$ cat src/design/bffa_ram.sv
`default_nettype none

module bffa_ram #(
    parameter int WIDTH = 64,
    parameter int DEPTH = 64,
    localparam int AW   = (DEPTH > 1) ? $clog2(DEPTH) : 1
) (
    input  wire logic             clk,
    input  wire logic             we,
    input  wire logic [AW-1:0]    waddr,
    input  wire logic [WIDTH-1:0] wdata,
    input  wire logic             re,
    input  wire logic [AW-1:0]    raddr,
    output logic      [WIDTH-1:0] rdata
);

    logic [WIDTH-1:0] mem [DEPTH];

    always_ff @(posedge clk)
    begin
        if (we)
        begin
            mem[waddr] <= wdata;
        end
        if (re)
        begin
            rdata <= mem[raddr];
        end
    end

endmodule

`default_nettype wire

$ cat config.mk
export PLATFORM = sky130hd
export DESIGN_NAME = bffa_ram
export DESIGN_NICKNAME = d
export VERILOG_FILES = /design/src/design/bffa_ram.sv
export SDC_FILE = /design/constraint.sdc
export NUM_CORES = 2
export LEC_CHECK = 0
export BUFFER_PORTS_ARGS = -buffer_cell sky130_fd_sc_hd__buf_2
export CORE_MARGIN = 2
export CORE_UTILIZATION = 25
export CTS_CLUSTER_SIZE = 8
export DETAILED_ROUTE_END_ITERATION = 6
export GPL_TIMING_DRIVEN = 1
export SKIP_CTS_REPAIR_TIMING = 1
export SKIP_LAST_GASP = 1
export SLEW_MARGIN = 20
export SYNTH_ARGS = -nofsm -noshare
export SYNTH_HDL_FRONTEND = slang
export SYNTH_SLANG_ARGS = --single-unit
$ cat constraint.sdc
create_clock -name clk -period 6.7 [get_ports clk]
set_clock_uncertainty 0.15 [all_clocks]
set_input_delay 0 -clock clk [delete_from_list [all_inputs] [get_ports clk]]
set_output_delay 0 -clock clk [all_outputs]
set_load 0.005 [all_outputs]
==> results.md <==
* Hold Slack at -0.0289 ns
* Wire length of the first global-routing pass at between 600000 and 700000 um
* Nets at between 7000 and 8000
* Synth-to-Final Area Change at 18.5%
* Initial antenna violation count at between 60 and 70
* Post-synthesis cell count at between 6000 and 7000
* Type of the worst min-delay path: in -> reg
* Final ANT Viol Nets at 0
* Switching component of the power at 12.2 mW
* Sequential share of power at 50.2%
* Maximum number of buffers from clock root to sink at 4
* Number of enable-type register cells in the synthesized netlist at 4160
* Cell occurring most often along the worst timing path: sky130_fd_sc_hd__buf_4
* Wire per inst at just under 30 um
* Post-synth top flop: sky130_fd_sc_hd__edfxtp_1
* Via total after detailed routing at between 70000 and 80000
* Number of hold-slack violations in the final timing report at 45
* Worst Setup Path Type: in -> reg
* Cell-internal power at about 46 mW
* Ratio of final minimum period to clock period at between 50% and 60%
* Standard-cell row count at just under 300
* Worst IR drop on VDD at about 0.28 mV
* Post-placement cell count at approximately 15000
* Period minus WS final at 3.50 ns
* Synthesis warning total at 0
* Count of final max-slew check failures at 0
* GRT overflow at 0
* Relative max-transition margin at 19.7%
* Number of cells in the finished layout apart from fillers at ~16000
* Layout fillers at 59896
* Number of I/O pins at around 140
* Core Region at around 0.63 mm^2
* Post-layout util at 29.7%
* Area used by multi-input combinational logic at slightly above 0.03 mm^2
* Pre-Repair DR Iteration Count at 7
* Maximum capacitance violations at 0
* CP peak stage delay at about 0.9 ns
* Die Wd at 796 um
* Buffer and inverter count on the worst path at 4
* Critical Path End Type: register
* Total of buffers placed on input and output ports at roughly 140
* Largest net degree at the start of global routing at 118
* Number of buffers created by CTS at 591
* GRT Overall Usage at 13.8%
* Setup slack, reg-to-reg at ~4.2 ns
* Max FO, Critical Path at 77
* Clk sink count at roughly 4200
* Fin Setup TNS at 0 ns
* Commonest cells in the synthesized netlist: sky130_fd_sc_hd__edfxtp_1, sky130_fd_sc_hd__mux4_2, sky130_fd_sc_hd__buf_2
* Worst-case setup margin in the final layout at around 3.2 ns
* Die H at between 700 and 800 um
* Residual DRC count at 0
* Vias in the first global route at 78213
* CTS Root Buffer Type: sky130_fd_sc_hd__clkbuf_16
* Ordered cell list for the critical path: dlygate4sd3_1 > buf_8 > buf_4 > buf_4 > mux4_2 > mux2i_1 > o22ai_1 > a31oi_1 > a211oi_1
* Clock tree from TritonCTS: built
* Flop and latch count out of synthesis at around 4200
* Result of the run: finished with violations
* PwrDens at 311 mW/mm^2
* Required arrival time at the worst endpoint at 7.30 ns
* Placement-stage worst setup slack at about 2.6 ns
* Die Footprint at 0.634 mm^2
* Leakage component of the power at approximately 57 nW
* Final design instance area without fill at approximately 0.19 mm^2
* DRT Wirelength at 454000 um
* Clock latency of the later-clocked register in the worst-skew pair at just over 1 ns
* Syn_area_per_cell at between 20 and 25 um^2
* Placed instance area at roughly 0.17 mm^2
* Gpl congestion at about 0.75
* CTS H-Tree Depth at 6
* Arrival time at the worst endpoint at between 4 and 5 ns
* Sequential share of the synthesized area at between 70% and 80%
* Unique masters post-synth at 32
* Initial cell density of the core at between 20 and 30%
* Fraction of layout cells with a size suffix above 1 at roughly 29%
* Yosys top cell area share at 79.6%
* Share of total power in combinational logic at around 4.3%
* DR iter-0 viols at ~9300
* Cell with the largest stage delay on the worst path: sky130_fd_sc_hd__buf_4
* Slew at the pin closest to its max-slew limit at 1.20 ns
* Setup repair after global routing missed its margin: false
* Clock input transition at the sequential cells of the worst setup and hold paths at roughly 0.050 ns
* Fraction of registers with async set or reset after synthesis at 0%
* Most frequent cell after synthesis: sky130_fd_sc_hd__edfxtp_1
* Crit path max-delay family: buffers and inverters
* Cell type with the largest total area after synthesis: sky130_fd_sc_hd__edfxtp_1
* Violations in the final reports: negative hold slack
* Switching part of the total power at between 20% and 30%
* Mean number of vias per cell at 4.85
* Final setup violation count at 0
* HPWL after DPL at approximately 240000 um
* Sequential standard cell area at 0.125 mm^2
* Startpoint type of the worst setup path: input pin
* Synth Net Count at 6677
* Achievable frequency at 0.285 GHz
* Dominant cells by area after synthesis: sky130_fd_sc_hd__edfxtp_1, sky130_fd_sc_hd__mux4_2, sky130_fd_sc_hd__mux2i_1
* Summed instance area of the synthesized netlist at between 0.15 and 0.2 mm^2
* Clock group share of total power at a little under half
[cells by family (layout without fill, tap and decap cells)]
logic type | count (synthesis) | count (layout) | share of synthesized area [%]
simple gates | 386 | 386 | 1.23
flops | 4160 | 4160 | 79.6
compound gates | 504 | 504 | 2.47
mux | 1159 | 1159 | 15.6
buf+inv | 389 | 1118 | 1.18
other cells | 0 | 19 | 0
[state kept, by name, summed over array words and instances (netlist names)]
register and flops:
mem 4096, rdata 64
[cells in the final DEF (no fill, tap or decap), drive strengths merged, types with 11 or more instances in the layout]
| master | synthesis | layout |
|---|---|---|
| o221ai | 38 | 38 |
| o22ai | 83 | 83 |
| nand3 | 45 | 45 |
| and3 | 64 | 64 |
| inv | 19 | 50 |
| dlygate4sd3 | 0 | 96 |
| buf | 230 | 347 |
| a211oi | 63 | 63 |
| nor2b | 28 | 28 |
| a31oi | 18 | 18 |
| or3 | 29 | 29 |
| nand2b | 11 | 11 |
| nand2 | 58 | 58 |
| edfxtp | 4160 | 4160 |
| nor2 | 112 | 112 |
| a22o | 88 | 88 |
| a22oi | 168 | 168 |
| mux2i | 135 | 135 |
| clkinv | 0 | 20 |
| mux4 | 1024 | 1024 |
| diode | 0 | 19 |
| a41oi | 26 | 26 |
| a2bb2oi | 19 | 19 |
| or2 | 28 | 28 |
| clkbuf | 140 | 603 |
[layer usage]
metal / global-route usage [%] / wire length, um / part of all wire (%)
met5: 0 / 36 / 0.0079
met4: 4.19 / 13500 / 3.0
met3: 2.57 / 37800 / 8.3
met2: 23.8 / 228000 / 50
met1: 17.7 / 174000 / 38
[worst paths after layout]
path | start | to | cells after the start
max | raddr[2] | rdata[47] | 9
min | wdata[17] | mem[18][17] | 2
max reg2reg | mem[11][32] | rdata[32] | 5
min reg2reg | mem[20][61] | rdata[61] | 4
[through the flow]
| step | hold WS, ns | total power [mW] |
|---|---|---|
| 3_5_place_dp | 0.254 | 32.0 |
| 4_1_cts | -0.722 | 58.3 |
| 5_1_grt | 0.00607 | 59.5 |
| 3_3_place_gp | 0.253 | 31.9 |
| 6_report | -0.0289 | 57.9 |
| 2_1_floorplan | -0.0511 | 30.8 |
[final cells by class]
cell class              instances  area share [%]
diodes                         19          0.0256
clock buffers                 603            8.09
clock inverters                53           0.451
inverters                      19          0.0383
multi-input cells            2049            16.5
flip-flops and latches       4160            67.1
well taps                    8350            5.62
repair buffers                443            2.10
[power groups by stage]
| stage | Clock, mW | Sequential (mW) | Combinational [mW] |
|---|---|---|---|
| 3_5_place_dp | 0 | 29.6 | 2.44 |
| 3_3_place_gp | 0 | 29.6 | 2.38 |
| 2_1_floorplan | 0 | 29.5 | 1.34 |
| 6_report | 26.4 | 29.1 | 2.49 |
| 5_1_grt | 27.8 | 29.1 | 2.65 |
| 4_1_cts | 26.8 | 29.1 | 2.44 |
Power figures use the tool's default switching activity.
